### config.mk
export PLATFORM = sky130hd
export DESIGN_NAME = inline_tag_block_filter_flat
export DESIGN_NICKNAME = d
export VERILOG_FILES = /design/src/itbf_pkg.sv /design/src/itbf_in_if.sv /design/src/itbf_out_if.sv /design/src/itbf_front.sv /design/src/itbf_queue.sv /design/src/itbf_back.sv /design/src/inline_tag_block_filter.sv /design/src/flat_wrapper.sv
export SDC_FILE = /design/constraint.sdc
export NUM_CORES = 1
export LEC_CHECK = 0
export ABC_CLOCK_PERIOD_IN_PS = 4600
export BUFFER_PORTS_ARGS = -buffer_cell sky130_fd_sc_hd__buf_2
export CORE_MARGIN = 4
export CORE_UTILIZATION = 45
export DETAILED_ROUTE_END_ITERATION = 8
export GPL_TIMING_DRIVEN = 0
export MAX_ROUTING_LAYER = met4
export RECOVER_POWER = 100
export SYNTH_ARGS = -nofsm -noshare
export SYNTH_HDL_FRONTEND = slang
export SYNTH_SLANG_ARGS = --single-unit
### constraint.sdc
create_clock -name clk -period 4.6 [get_ports clk]
set_input_delay 0.46 -clock clk [delete_from_list [all_inputs] [get_ports clk]]
set_output_delay 0.46 -clock clk [all_outputs]
set_load 0.1 [all_outputs]
### src/itbf_pkg.sv
package itbf_pkg;

  localparam int MAX_NAME_LEN = 16;
  localparam int NLEN_W = $clog2(MAX_NAME_LEN + 1);
  localparam int IDX_W = (MAX_NAME_LEN > 1) ? $clog2(MAX_NAME_LEN) : 1;
  localparam int CPOS_W = $clog2(MAX_NAME_LEN + 3);
  localparam int QUEUE_DEPTH = 2;

  typedef logic [6:0] ascii_t;
  typedef logic [15:0] unit_t;

  localparam ascii_t CH_LT = 7'h3C;
  localparam ascii_t CH_GT = 7'h3E;
  localparam ascii_t CH_SLASH = 7'h2F;
  localparam ascii_t CH_SPACE = 7'h20;
  localparam ascii_t CH_TAB = 7'h09;
  localparam ascii_t CH_UNDERSCORE = 7'h5F;
  localparam ascii_t CH_COLON = 7'h3A;
  localparam ascii_t CH_COMMA = 7'h2C;
  localparam ascii_t CH_PERIOD = 7'h2E;
  localparam ascii_t CH_QUESTION = 7'h3F;
  localparam ascii_t CH_EXCLAIM = 7'h21;
  localparam ascii_t CH_TILDE = 7'h7E;

  localparam unit_t FW_COMMA = 16'hFF0C;
  localparam unit_t IDEO_STOP = 16'h3002;
  localparam unit_t FW_QUESTION = 16'hFF1F;
  localparam unit_t FW_EXCLAIM = 16'hFF01;
  localparam unit_t FW_COLON = 16'hFF1A;
  localparam unit_t FW_LPAREN = 16'hFF08;
  localparam unit_t FW_RPAREN = 16'hFF09;
  localparam unit_t LENT_OPEN = 16'h3010;
  localparam unit_t LENT_CLOSE = 16'h3011;
  localparam unit_t DANGLE_OPEN = 16'h300A;
  localparam unit_t DANGLE_CLOSE = 16'h300B;
  localparam unit_t FW_TILDE = 16'hFF5E;

  localparam unit_t SURR_LO = 16'hD800;
  localparam unit_t SURR_HI = 16'hDFFF;
  localparam unit_t TECH_LO = 16'h2300;
  localparam unit_t TECH_HI = 16'h23FF;
  localparam unit_t SYM_LO = 16'h2600;
  localparam unit_t SYM_HI = 16'h27BF;
  localparam unit_t ARROW_LO = 16'h2B00;
  localparam unit_t ARROW_HI = 16'h2BFF;

  localparam unit_t ZW_JOINER = 16'h200D;
  localparam unit_t VAR_SEL_15 = 16'hFE0E;
  localparam unit_t VAR_SEL_16 = 16'hFE0F;
  localparam unit_t KEYCAP = 16'h20E3;

  typedef enum logic [1:0] {
    MODE_IDLE   = 2'd0,
    MODE_TRYING = 2'd1,
    MODE_INSIDE = 2'd2
  } mode_t;

  typedef struct packed {
    logic lt;
    logic gt;
    logic slash;
    logic space;
    logic letter;
    logic name_cont;
    logic punct_or_emoji;
    logic keep_gap;
  } ch_class_t;

  typedef struct packed {
    ascii_t    c7;
    logic      ascii;
    logic      sol;
    ch_class_t cls;
  } item_t;

endpackage

### src/itbf_in_if.sv
interface itbf_in_if;
  logic        valid;
  logic        ready;
  logic [15:0] ch;
  logic        at_line_start;

  modport source (output valid, output ch, output at_line_start, input ready);
  modport sink (input valid, input ch, input at_line_start, output ready);
endinterface

### src/itbf_out_if.sv
interface itbf_out_if;
  logic       valid;
  logic       ready;
  logic       keep_char;
  logic [1:0] mode;

  modport source (output valid, output keep_char, output mode, input ready);
  modport sink (input valid, input keep_char, input mode, output ready);
endinterface

### src/itbf_front.sv
module itbf_front (
  input  logic            clk,
  input  logic            rst,
  itbf_in_if.sink         text,
  output logic            push_valid,
  output itbf_pkg::item_t push_item,
  input  logic            push_ready
);

  logic                 f_valid;
  itbf_pkg::item_t      f_item;
  itbf_pkg::item_t      cls_item;
  logic [15:0]          c;
  logic                 ascii;
  itbf_pkg::ascii_t     c7;
  logic                 is_letter;
  logic                 is_digit;
  logic                 is_punct;
  logic                 is_emoji;
  logic                 is_joiner;

  assign c = text.ch;
  assign ascii = (c[15:7] == 9'd0);
  assign c7 = c[6:0];

  always_comb begin
    is_letter = ascii && ((c7 >= 7'h41 && c7 <= 7'h5A) || (c7 >= 7'h61 && c7 <= 7'h7A));
    is_digit = ascii && (c7 >= 7'h30 && c7 <= 7'h39);
    is_punct = (c == itbf_pkg::FW_COMMA) || (c == itbf_pkg::IDEO_STOP) ||
               (c == itbf_pkg::FW_QUESTION) || (c == itbf_pkg::FW_EXCLAIM) ||
               (c == itbf_pkg::FW_COLON) || (c == itbf_pkg::FW_LPAREN) ||
               (c == itbf_pkg::FW_RPAREN) || (c == itbf_pkg::LENT_OPEN) ||
               (c == itbf_pkg::LENT_CLOSE) || (c == itbf_pkg::DANGLE_OPEN) ||
               (c == itbf_pkg::DANGLE_CLOSE) || (c == itbf_pkg::FW_TILDE) ||
               (ascii && ((c7 == itbf_pkg::CH_COLON) || (c7 == itbf_pkg::CH_COMMA) ||
                          (c7 == itbf_pkg::CH_PERIOD) || (c7 == itbf_pkg::CH_QUESTION) ||
                          (c7 == itbf_pkg::CH_EXCLAIM) || (c7 == itbf_pkg::CH_TILDE)));
    is_emoji = (c >= itbf_pkg::SURR_LO && c <= itbf_pkg::SURR_HI) ||
               (c >= itbf_pkg::TECH_LO && c <= itbf_pkg::TECH_HI) ||
               (c >= itbf_pkg::SYM_LO && c <= itbf_pkg::SYM_HI) ||
               (c >= itbf_pkg::ARROW_LO && c <= itbf_pkg::ARROW_HI);
    is_joiner = (c == itbf_pkg::ZW_JOINER) || (c == itbf_pkg::VAR_SEL_15) ||
                (c == itbf_pkg::VAR_SEL_16) || (c == itbf_pkg::KEYCAP);

    cls_item.c7 = c7;
    cls_item.ascii = ascii;
    cls_item.sol = text.at_line_start;
    cls_item.cls.lt = ascii && (c7 == itbf_pkg::CH_LT);
    cls_item.cls.gt = ascii && (c7 == itbf_pkg::CH_GT);
    cls_item.cls.slash = ascii && (c7 == itbf_pkg::CH_SLASH);
    cls_item.cls.space = ascii && (c7 == itbf_pkg::CH_SPACE);
    cls_item.cls.letter = is_letter;
    cls_item.cls.name_cont = is_letter || is_digit ||
                             (ascii && (c7 == itbf_pkg::CH_UNDERSCORE));
    cls_item.cls.punct_or_emoji = is_punct || is_emoji;
    cls_item.cls.keep_gap = (ascii && ((c7 == itbf_pkg::CH_SPACE) ||
                                       (c7 == itbf_pkg::CH_TAB))) || is_joiner;
  end

  assign text.ready = !f_valid || push_ready;
  assign push_valid = f_valid;
  assign push_item = f_item;

  always_ff @(posedge clk) begin
    if (rst) begin
      f_valid <= 1'b0;
    end else if (text.valid && text.ready) begin
      f_valid <= 1'b1;
    end else if (push_ready) begin
      f_valid <= 1'b0;
    end
  end

  always_ff @(posedge clk) begin
    if (text.valid && text.ready) begin
      f_item <= cls_item;
    end
  end

endmodule

### src/itbf_queue.sv
module itbf_queue (
  input  logic            clk,
  input  logic            rst,
  input  logic            push_valid,
  input  itbf_pkg::item_t push_item,
  output logic            push_ready,
  output logic            pop_valid,
  output itbf_pkg::item_t pop_item,
  input  logic            pop_ready
);

  localparam int PTR_W = (itbf_pkg::QUEUE_DEPTH > 1) ? $clog2(itbf_pkg::QUEUE_DEPTH) : 1;
  localparam int CNT_W = $clog2(itbf_pkg::QUEUE_DEPTH + 1);

  itbf_pkg::item_t  slots [itbf_pkg::QUEUE_DEPTH];
  logic [PTR_W-1:0] wr_ptr;
  logic [PTR_W-1:0] rd_ptr;
  logic [CNT_W-1:0] count;
  logic             push;
  logic             pop;

  assign push_ready = (count != CNT_W'(itbf_pkg::QUEUE_DEPTH));
  assign pop_valid = (count != '0);
  assign pop_item = slots[rd_ptr];
  assign push = push_valid && push_ready;
  assign pop = pop_valid && pop_ready;

  always_ff @(posedge clk) begin
    if (rst) begin
      wr_ptr <= '0;
      rd_ptr <= '0;
      count <= '0;
    end else begin
      if (push) begin
        wr_ptr <= (wr_ptr == PTR_W'(itbf_pkg::QUEUE_DEPTH - 1)) ? '0 : wr_ptr + 1'b1;
      end
      if (pop) begin
        rd_ptr <= (rd_ptr == PTR_W'(itbf_pkg::QUEUE_DEPTH - 1)) ? '0 : rd_ptr + 1'b1;
      end
      if (push && !pop) begin
        count <= count + 1'b1;
      end else if (pop && !push) begin
        count <= count - 1'b1;
      end
    end
  end

  always_ff @(posedge clk) begin
    if (push) begin
      slots[wr_ptr] <= push_item;
    end
  end

endmodule

### src/itbf_back.sv
module itbf_back (
  input  logic            clk,
  input  logic            rst,
  input  logic            cfg_we,
  input  logic            cfg_wdata,
  input  logic            pop_valid,
  input  itbf_pkg::item_t pop_item,
  output logic            pop_ready,
  itbf_out_if.source      verdict
);

  localparam int NLEN_W = itbf_pkg::NLEN_W;
  localparam int IDX_W = itbf_pkg::IDX_W;
  localparam int CPOS_W = itbf_pkg::CPOS_W;

  typedef enum logic [1:0] {
    PH_WAIT_LT = 2'd0,
    PH_FIRST   = 2'd1,
    PH_NAME    = 2'd2,
    PH_ATTRS   = 2'd3
  } phase_t;

  logic                include_tags;
  itbf_pkg::mode_t     mode, mode_next;
  phase_t              phase, phase_next;
  logic [NLEN_W-1:0]   nlen, nlen_next;
  logic [CPOS_W-1:0]   cpos, cpos_next;
  logic                armed, armed_next;
  logic                aac, aac_next;
  logic                aap, aap_next;
  logic                prev_slash;
  logic                out_valid;
  logic                out_keep;
  itbf_pkg::mode_t     out_mode;
  logic                keep_next;

  itbf_pkg::ascii_t    name_store [itbf_pkg::MAX_NAME_LEN];
  logic                wr_en;
  logic [IDX_W-1:0]    wr_addr;

  logic                step;
  logic [CPOS_W-1:0]   idx;
  itbf_pkg::ascii_t    pattern;
  logic                hit;
  logic [CPOS_W:0]     cpos_inc;
  logic [CPOS_W:0]     nlen_plus3;
  logic                fire;
  logic                do_clear;
  itbf_pkg::mode_t     mode_was;

  assign step = pop_valid && (!out_valid || verdict.ready);
  assign pop_ready = !out_valid || verdict.ready;

  assign verdict.valid = out_valid;
  assign verdict.keep_char = out_keep;
  assign verdict.mode = out_mode;

  // closing pattern lookup
  always_comb begin
    idx = cpos - CPOS_W'(2);
    if (cpos == CPOS_W'(0)) begin
      pattern = itbf_pkg::CH_LT;
    end else if (cpos == CPOS_W'(1)) begin
      pattern = itbf_pkg::CH_SLASH;
    end else if (idx < CPOS_W'(nlen)) begin
      pattern = name_store[idx[IDX_W-1:0]];
    end else begin
      pattern = itbf_pkg::CH_GT;
    end
    hit = pop_item.ascii && (pop_item.c7 == pattern);
    cpos_inc = {1'b0, cpos} + 1'b1;
    nlen_plus3 = (CPOS_W + 1)'(nlen) + (CPOS_W + 1)'(3);
  end

  always_comb begin
    mode_next = mode;
    phase_next = phase;
    nlen_next = nlen;
    cpos_next = cpos;
    armed_next = armed;
    aac_next = aac;
    aap_next = aap;
    keep_next = 1'b1;
    wr_en = 1'b0;
    wr_addr = nlen[IDX_W-1:0];
    fire = 1'b0;
    do_clear = 1'b0;
    mode_was = mode;

    if (mode == itbf_pkg::MODE_INSIDE) begin
      if (armed) begin
        if (hit) begin
          if (cpos_inc >= nlen_plus3) begin
            aac_next = 1'b1;
            aap_next = 1'b0;
            do_clear = 1'b1;
          end else begin
            cpos_next = cpos_inc[CPOS_W-1:0];
          end
        end else begin
          cpos_next = pop_item.cls.lt ? CPOS_W'(1) : CPOS_W'(0);
        end
      end
      keep_next = include_tags;
    end else if (mode == itbf_pkg::MODE_IDLE && !pop_item.sol &&
                 (!(aac || aap) || pop_item.cls.keep_gap)) begin
      if (pop_item.cls.punct_or_emoji) begin
        aap_next = 1'b1;
      end else if (!pop_item.cls.keep_gap) begin
        aap_next = 1'b0;
      end
    end else begin
      unique case (phase)
        PH_WAIT_LT: begin
          if (pop_item.cls.lt) begin
            nlen_next = '0;
            phase_next = PH_FIRST;
            mode_next = itbf_pkg::MODE_TRYING;
          end
        end
        PH_FIRST: begin
          if (pop_item.cls.letter) begin
            wr_en = 1'b1;
            wr_addr = '0;
            nlen_next = NLEN_W'(1);
            phase_next = PH_NAME;
            mode_next = itbf_pkg::MODE_TRYING;
          end else begin
            phase_next = PH_WAIT_LT;
            mode_next = itbf_pkg::MODE_IDLE;
            nlen_next = '0;
          end
        end
        PH_NAME: begin
          if (pop_item.cls.space) begin
            phase_next = PH_ATTRS;
            mode_next = itbf_pkg::MODE_TRYING;
          end else if (pop_item.cls.gt) begin
            phase_next = PH_WAIT_LT;
            mode_next = itbf_pkg::MODE_TRYING;
            fire = 1'b1;
          end else if (!pop_item.cls.name_cont ||
                       nlen >= NLEN_W'(itbf_pkg::MAX_NAME_LEN)) begin
            phase_next = PH_WAIT_LT;
            mode_next = itbf_pkg::MODE_IDLE;
            nlen_next = '0;
          end else begin
            wr_en = 1'b1;
            nlen_next = nlen + 1'b1;
            mode_next = itbf_pkg::MODE_TRYING;
          end
        end
        PH_ATTRS: begin
          mode_next = itbf_pkg::MODE_TRYING;
          if (pop_item.cls.gt) begin
            phase_next = PH_WAIT_LT;
            fire = 1'b1;
          end
        end
      endcase

      if (fire) begin
        if (prev_slash) begin
          do_clear = 1'b1;
        end else begin
          mode_next = itbf_pkg::MODE_INSIDE;
          aac_next = 1'b0;
          aap_next = 1'b0;
          armed_next = 1'b1;
          cpos_next = '0;
          phase_next = PH_WAIT_LT;
          keep_next = include_tags;
        end
      end else if (mode_next == itbf_pkg::MODE_TRYING) begin
        aap_next = 1'b0;
        keep_next = include_tags;
      end else begin
        if (mode_was == itbf_pkg::MODE_TRYING) begin
          do_clear = 1'b1;
        end
        aac_next = 1'b0;
        aap_next = pop_item.cls.punct_or_emoji;
      end
    end

    if (do_clear) begin
      mode_next = itbf_pkg::MODE_IDLE;
      phase_next = PH_WAIT_LT;
      nlen_next = '0;
      cpos_next = '0;
      armed_next = 1'b0;
    end
  end

  always_ff @(posedge clk) begin
    if (rst) begin
      include_tags <= 1'b0;
      mode <= itbf_pkg::MODE_IDLE;
      phase <= PH_WAIT_LT;
      nlen <= '0;
      cpos <= '0;
      armed <= 1'b0;
      aac <= 1'b0;
      aap <= 1'b0;
      prev_slash <= 1'b0;
      out_valid <= 1'b0;
      out_keep <= 1'b0;
      out_mode <= itbf_pkg::MODE_IDLE;
    end else begin
      if (cfg_we) begin
        include_tags <= cfg_wdata;
      end
      if (step) begin
        mode <= mode_next;
        phase <= phase_next;
        nlen <= nlen_next;
        cpos <= cpos_next;
        armed <= armed_next;
        aac <= aac_next;
        aap <= aap_next;
        prev_slash <= pop_item.cls.slash;
        out_valid <= 1'b1;
        out_keep <= keep_next;
        out_mode <= mode_next;
      end else if (verdict.ready) begin
        out_valid <= 1'b0;
      end
    end
  end

  // tag name buffer
  always_ff @(posedge clk) begin
    if (step && wr_en) begin
      name_store[wr_addr] <= pop_item.c7;
    end
  end

`ifndef SYNTHESIS
  a_name_len: assert property (@(posedge clk) disable iff (rst)
    nlen <= NLEN_W'(itbf_pkg::MAX_NAME_LEN))
    else $error("tag name length past buffer");

  a_armed_inside: assert property (@(posedge clk) disable iff (rst)
    armed == (mode == itbf_pkg::MODE_INSIDE))
    else $error("close matcher armed out of step with mode");

  a_trying_phase: assert property (@(posedge clk) disable iff (rst)
    (mode == itbf_pkg::MODE_TRYING) |-> (phase != PH_WAIT_LT))
    else $error("trying a tag while waiting for less-than");

  a_close_pos: assert property (@(posedge clk) disable iff (rst)
    (mode == itbf_pkg::MODE_INSIDE) |-> ({1'b0, cpos} < nlen_plus3))
    else $error("close match position past pattern end");
`endif

endmodule

### src/inline_tag_block_filter.sv
// channel   dir  payload                      handshake
// text      in   ch[15:0], at_line_start      valid/ready
// verdict   out  keep_char, mode[1:0]         valid/ready
// cfg       in   cfg_wdata (include_tags)     cfg_we, no wait
//
// one item per cycle sustained while verdict is ready; text accept to verdict valid passes
// through the classify register, two-entry queue and result register
// each item does one compare against one closing pattern character (<, /, stored name, >) in the back end
// rst is synchronous and clears all control state; the name buffer is not cleared
// a stalled verdict holds the back end; the queue and front register absorb three items

module inline_tag_block_filter (
  input  logic       clk,
  input  logic       rst,
  itbf_in_if.sink    text,
  itbf_out_if.source verdict,
  input  logic       cfg_we,
  input  logic       cfg_wdata
);

  logic            push_valid;
  logic            push_ready;
  itbf_pkg::item_t push_item;
  logic            pop_valid;
  logic            pop_ready;
  itbf_pkg::item_t pop_item;

  itbf_front u_front (
    .clk        (clk),
    .rst        (rst),
    .text       (text),
    .push_valid (push_valid),
    .push_item  (push_item),
    .push_ready (push_ready)
  );

  itbf_queue u_queue (
    .clk        (clk),
    .rst        (rst),
    .push_valid (push_valid),
    .push_item  (push_item),
    .push_ready (push_ready),
    .pop_valid  (pop_valid),
    .pop_item   (pop_item),
    .pop_ready  (pop_ready)
  );

  itbf_back u_back (
    .clk       (clk),
    .rst       (rst),
    .cfg_we    (cfg_we),
    .cfg_wdata (cfg_wdata),
    .pop_valid (pop_valid),
    .pop_item  (pop_item),
    .pop_ready (pop_ready),
    .verdict   (verdict)
  );

endmodule
### src/flat_wrapper.sv
// flat-port wrapper written by rule: the top's interface ports become plain ports
module inline_tag_block_filter_flat 
  (clk, rst, cfg_we, cfg_wdata, text_valid, text_ch, text_at_line_start, text_ready, verdict_valid, verdict_keep_char, verdict_mode, verdict_ready);
  itbf_in_if text_i ();
  itbf_out_if verdict_i ();
  input  logic clk;
  input  logic rst;
  input  logic cfg_we;
  input  logic cfg_wdata;
  input wire logic [$bits(text_i.valid)-1:0] text_valid;
  input wire logic [$bits(text_i.ch)-1:0] text_ch;
  input wire logic [$bits(text_i.at_line_start)-1:0] text_at_line_start;
  output wire logic [$bits(text_i.ready)-1:0] text_ready;
  output wire logic [$bits(verdict_i.valid)-1:0] verdict_valid;
  output wire logic [$bits(verdict_i.keep_char)-1:0] verdict_keep_char;
  output wire logic [$bits(verdict_i.mode)-1:0] verdict_mode;
  input wire logic [$bits(verdict_i.ready)-1:0] verdict_ready;
  assign text_i.valid = text_valid;
  assign text_i.ch = text_ch;
  assign text_i.at_line_start = text_at_line_start;
  assign text_ready = text_i.ready;
  assign verdict_valid = verdict_i.valid;
  assign verdict_keep_char = verdict_i.keep_char;
  assign verdict_mode = verdict_i.mode;
  assign verdict_i.ready = verdict_ready;
  inline_tag_block_filter u_core (.clk(clk), .rst(rst), .text(text_i), .verdict(verdict_i), .cfg_we(cfg_we), .cfg_wdata(cfg_wdata));
endmodule
==> impl_results.rst <==
.. list-table::
   :header-rows: 1

   * - Metric
     - Value
   * - Ratio of cells with drive above 1 in the final layout
     - between 10% and 20%
   * - Count of clock tree sinks
     - 190
   * - Clock tree root driver cell
     - sky130_fd_sc_hd__clkbuf_16
   * - Worst min path class
     - in2reg
   * - Post-synthesis async set-or-reset flop share
     - 0%
   * - Sequential fraction of the synthesis area
     - between 60% and 70%
   * - Vias post-DR
     - 5601
   * - Number of DRC violations after detailed routing
     - 0
   * - Setup skew after layout
     - ~0.011 ns
   * - Type of the worst setup path
     - reg2reg
   * - HPWL Detailed
     - 14.1 mm
   * - Crit-path max FO
     - 19
   * - Worst setup slack after layout
     - approximately 0.23 ns
   * - Std-Cell Rows
     - 51
   * - Syn avg cell area
     - about 14 sq um
   * - Leak
     - 3.35 nW
   * - Power Dens Cells
     - 444 mW/mm^2
   * - Effective utilization at floorplan
     - 45.9%
   * - Most used flip-flop cell after synthesis
     - sky130_fd_sc_hd__edfxtp_1
   * - Vias in the first global route
     - about 5500
   * - Input/output buffers
     - 27
   * - TritonCTS Buffers
     - 17
   * - Fmax
     - 229 MHz
   * - Placeable Area
     - approximately 0.020 sq mm
   * - Post-place instance area
     - 0.00944 sq mm
   * - Die outline area
     - between 0.02 and 0.025 sq mm
   * - Count leader, synth
     - sky130_fd_sc_hd__edfxtp_1
   * - Layout overhead on the synthesized area
     - 11.9%
   * - Count of antenna-violating nets left after detailed routing
     - 0
   * - Cell type contributing the most total cell area after synthesis
     - sky130_fd_sc_hd__edfxtp_1
   * - Number of antenna violations at the first check in global routing
     - 0
   * - Peak supply drop
     - 0.287 mV
   * - Category of cells accounting for the largest share of critical-path delay
     - buffers and inverters
   * - Slew at the pin closest to its max-slew limit
     - ~1.5 ns
   * - Final worst-path cycle share
     - 95.0%
   * - Final TNS setup
     - 0 ns
   * - Setup repair after global routing missed its margin
     - false
   * - Endpoint required time on the critical path
     - between 4 and 5 ns
   * - DRT Wirelength
     - 19.7 mm
   * - Largest cells by area after synthesis
     - sky130_fd_sc_hd__edfxtp_1 (55%), sky130_fd_sc_hd__dfxtp_1 (6.0%), sky130_fd_sc_hd__mux4_2 (5.3%), sky130_fd_sc_hd__ha_1 (3.2%), sky130_fd_sc_hd__mux4_1 (2.3%)
   * - Via count normalized by instance count
     - 5.72
   * - Data arrival, critical path
     - 4.65 ns
   * - Insertion delay of the later-clocked pin in the worst-skew pair
     - 0.42 ns
   * - Synthesized area
     - 0.00896 sq mm
   * - Maximum number of pins on one net before global-route repair
     - 20
   * - Number of register bits inferred by synthesis
     - between 150 and 200
   * - Most instantiated cells after synthesis
     - sky130_fd_sc_hd__edfxtp_1 (163), sky130_fd_sc_hd__nor2_1 (52), sky130_fd_sc_hd__nand2_1 (37), sky130_fd_sc_hd__nand3_1 (30), sky130_fd_sc_hd__dfxtp_1 (27)
   * - Overall overflow remaining after global route
     - 0
   * - Kind of capture point of the worst setup path
     - flip-flop
   * - Critical Path Start
     - u_core.u_back.cpos[1]
   * - Launch point of the worst reg-to-reg path
     - u_core.u_back.cpos[1]
   * - Diodes inserted
     - 0
   * - Run status
     - finished with violations
   * - Violated checks
     - max-capacitance violations
   * - Critical Path Max Stage Delay
     - between 0.4 and 0.5 ns
   * - Source of the worst hold timing path
     - text_at_line_start
   * - Remaining max-slew budget at the tightest pin
     - 0.760%
   * - Warnings, synthesis
     - 0
   * - Die width
     - between 100 and 150 um
   * - Post-Syn Instances
     - 653
   * - Setup-failing EPs final
     - 0
   * - Shortest period the worst path allows
     - 4.37 ns
   * - Critical path startpoint category
     - flip-flop
   * - Area share of the leading cell type in the synthesized netlist
     - 54.6%
   * - Post-detailed-route wirelength per cell
     - 20.1 um
   * - Number of nets in the final layout
     - 747
   * - Maximum buffer depth of the clock tree
     - 2
   * - CTS tree
     - built
   * - # IOs
     - 28
   * - Hold_buf cts
     - 0
   * - Clock H-tree levels
     - 4
   * - Total non-filler cell area in the finished layout
     - about 0.010 sq mm
   * - Total iterations of the first detailed-routing run
     - 6
   * - Slowest stage cell on the critical path
     - sky130_fd_sc_hd__a2111oi_2
   * - Number of synthesized flops with an enable pin
     - 163
   * - DR iter-0 viols
     - 454
   * - Number of pins exceeding their max-slew limit in the final report
     - 0
   * - Global-route total usage across every layer
     - 19.1%
   * - CP cell instances
     - buf_12 > buf_12 > inv_2 > ha_2 > buf_2 > buf_4 > mux4_1 > nand2_1 > nand3_1 > a2111oi_2 > mux2i_1 > o311ai_1 > or2_0 > buf_6 > o41ai_4 > clkbuf_2 > mux2i_1 > a21oi_1
   * - Maximum capacitance violations
     - 1
   * - Final non-filler cell total
     - 979
   * - Post-Place Setup Slack
     - -0.751 ns
   * - First-pass GRT wire length
     - 31.2 mm
   * - Global placer's final weighted congestion
     - 0.868
   * - Placed cells
     - ~950
   * - Number of buffer and inverter instances along the worst setup path
     - 7
   * - Filler cell count
     - 1690
   * - Clock transition at the registers of the reported paths
     - 0.07 ns
   * - Vertical extent of the die
     - 149 um
   * - Number of hold violations in the final report
     - 0
   * - Synthesized netlist net count
     - 699
   * - Unique masters post-synth
     - between 70 and 80
==> routing by layer <==
metal  vias to the layer above  share of wire (%)  track usage [%]
met4                         0                1.2             4.21
met3                        20                5.1             3.59
met1                      2779                 44             24.8
met2                       167                 50             31.5
met5                         -                  0                -
li1                       2635                  -                -
==> timing repair <==
| item | 4_1_cts | 5_1_grt |
|---|---|---|
| resized for setup | 3 | 6 |
| pin swaps | 2 | 1 |
| endpoints found under the hold margin | 0 | 0 |
| buffers inserted | 2 | 0 |
| endpoints found under the setup margin | 17 | 10 |
==> cell type report <==
type	count	area, sq um	share of cell area [%]
Multi-Input combinational cell	411	3270	32.6
Inverter	26	98.8	0.986
Tap cell	265	332	3.31
Buffer	25	184	1.83
Clock inverter	9	68.8	0.687
Clock buffer	23	502	5.01
Timing Repair Buffer	30	135	1.35
Sequential cell	190	5440	54.2
==> power by group <==
part           switching [mW]  internal (mW)  total, mW
clock                   0.622          0.783       1.41
combinational           0.659          0.286      0.945
sequential             0.0579           2.04       2.10
==> per-stage QoR <==
stage                     power, mW  util (%)  hold WS (ns)
final                          4.45      51.3         0.211
after global routing           4.66      51.3         0.199
after CTS                      4.50      51.4         0.191
after detailed placement       3.09      48.4         0.436
after global placement         3.07      48.3         0.427
after floorplan                2.84         -         0.421
==> cell usage in the layout (no fill, tap or decap), drive strengths merged, types with 5 or more instances in the layout <==
cell type and instances:
edfxtp 163, nor2 52, clkbuf 51, nand2 37, inv 31, nand3 30
mux4 29, dfxtp 27, buf 27, nor3 26, a21oi 25, ha 23
mux2i 19, nand2b 14, o21ai 14, nor4 10, and3 8, nand4 8
xnor2 8, xor2 7, a31oi 7, or3 6, nor2b 6, mux2 6
and2 6, nor3b 5, a21o 5, or4 5
==> state kept, by name (all words and copies together), names as in the netlist, named ones only <==
name / count
u_core.u_back.prev_slash: 1
u_core.u_back.include_tags: 1
u_core.u_back.aap: 1
u_core.u_queue.wr_ptr: 1
u_core.u_queue.rd_ptr: 1
u_core.u_front.push_item: 17
u_core.u_back.name_store: 112
u_core.u_back.aac: 1
u_core.u_back.verdict.keep_char: 1
u_core.u_back.phase: 2
u_core.u_back.nlen: 5
u_core.u_back.armed: 1
u_core.u_queue.slots: 34
u_core.u_back.cpos: 5
u_core.u_back.verdict.valid: 1
u_core.u_front.push_valid: 1
u_core.u_queue.count: 2
u_core.u_back.verdict.mode: 2
==> kinds of logic (layout without fill, tap and decap cells) <==
family                   count (synthesis)  in the layout  synth area share [%]
multiplexers                            54             54                  10.5
flip-flops                             190            190                  60.7
XOR/XNOR                                15             15                  1.68
AO/OA/AOI/OAI                           92             92                  7.43
adder cells (fa/ha/maj)                 23             23                  3.21
AND/OR/NAND/NOR                        227            227                  13.3
buffers and inverters                   52            113                  3.25
==> worst paths after layout <==
path / to / slack (ns) / cells past startpoint
worst max-delay path: u_core.u_back.phase[0] / 0.23 / 18
worst min-delay path: u_core.u_front.push_item[8] / 0.21 / 1
worst max register to register: u_core.u_back.phase[0] / 0.23 / 18
worst min register to register: u_core.u_queue.slots[0][11] / 0.45 / 0
(Power assumes the default switching activity.)
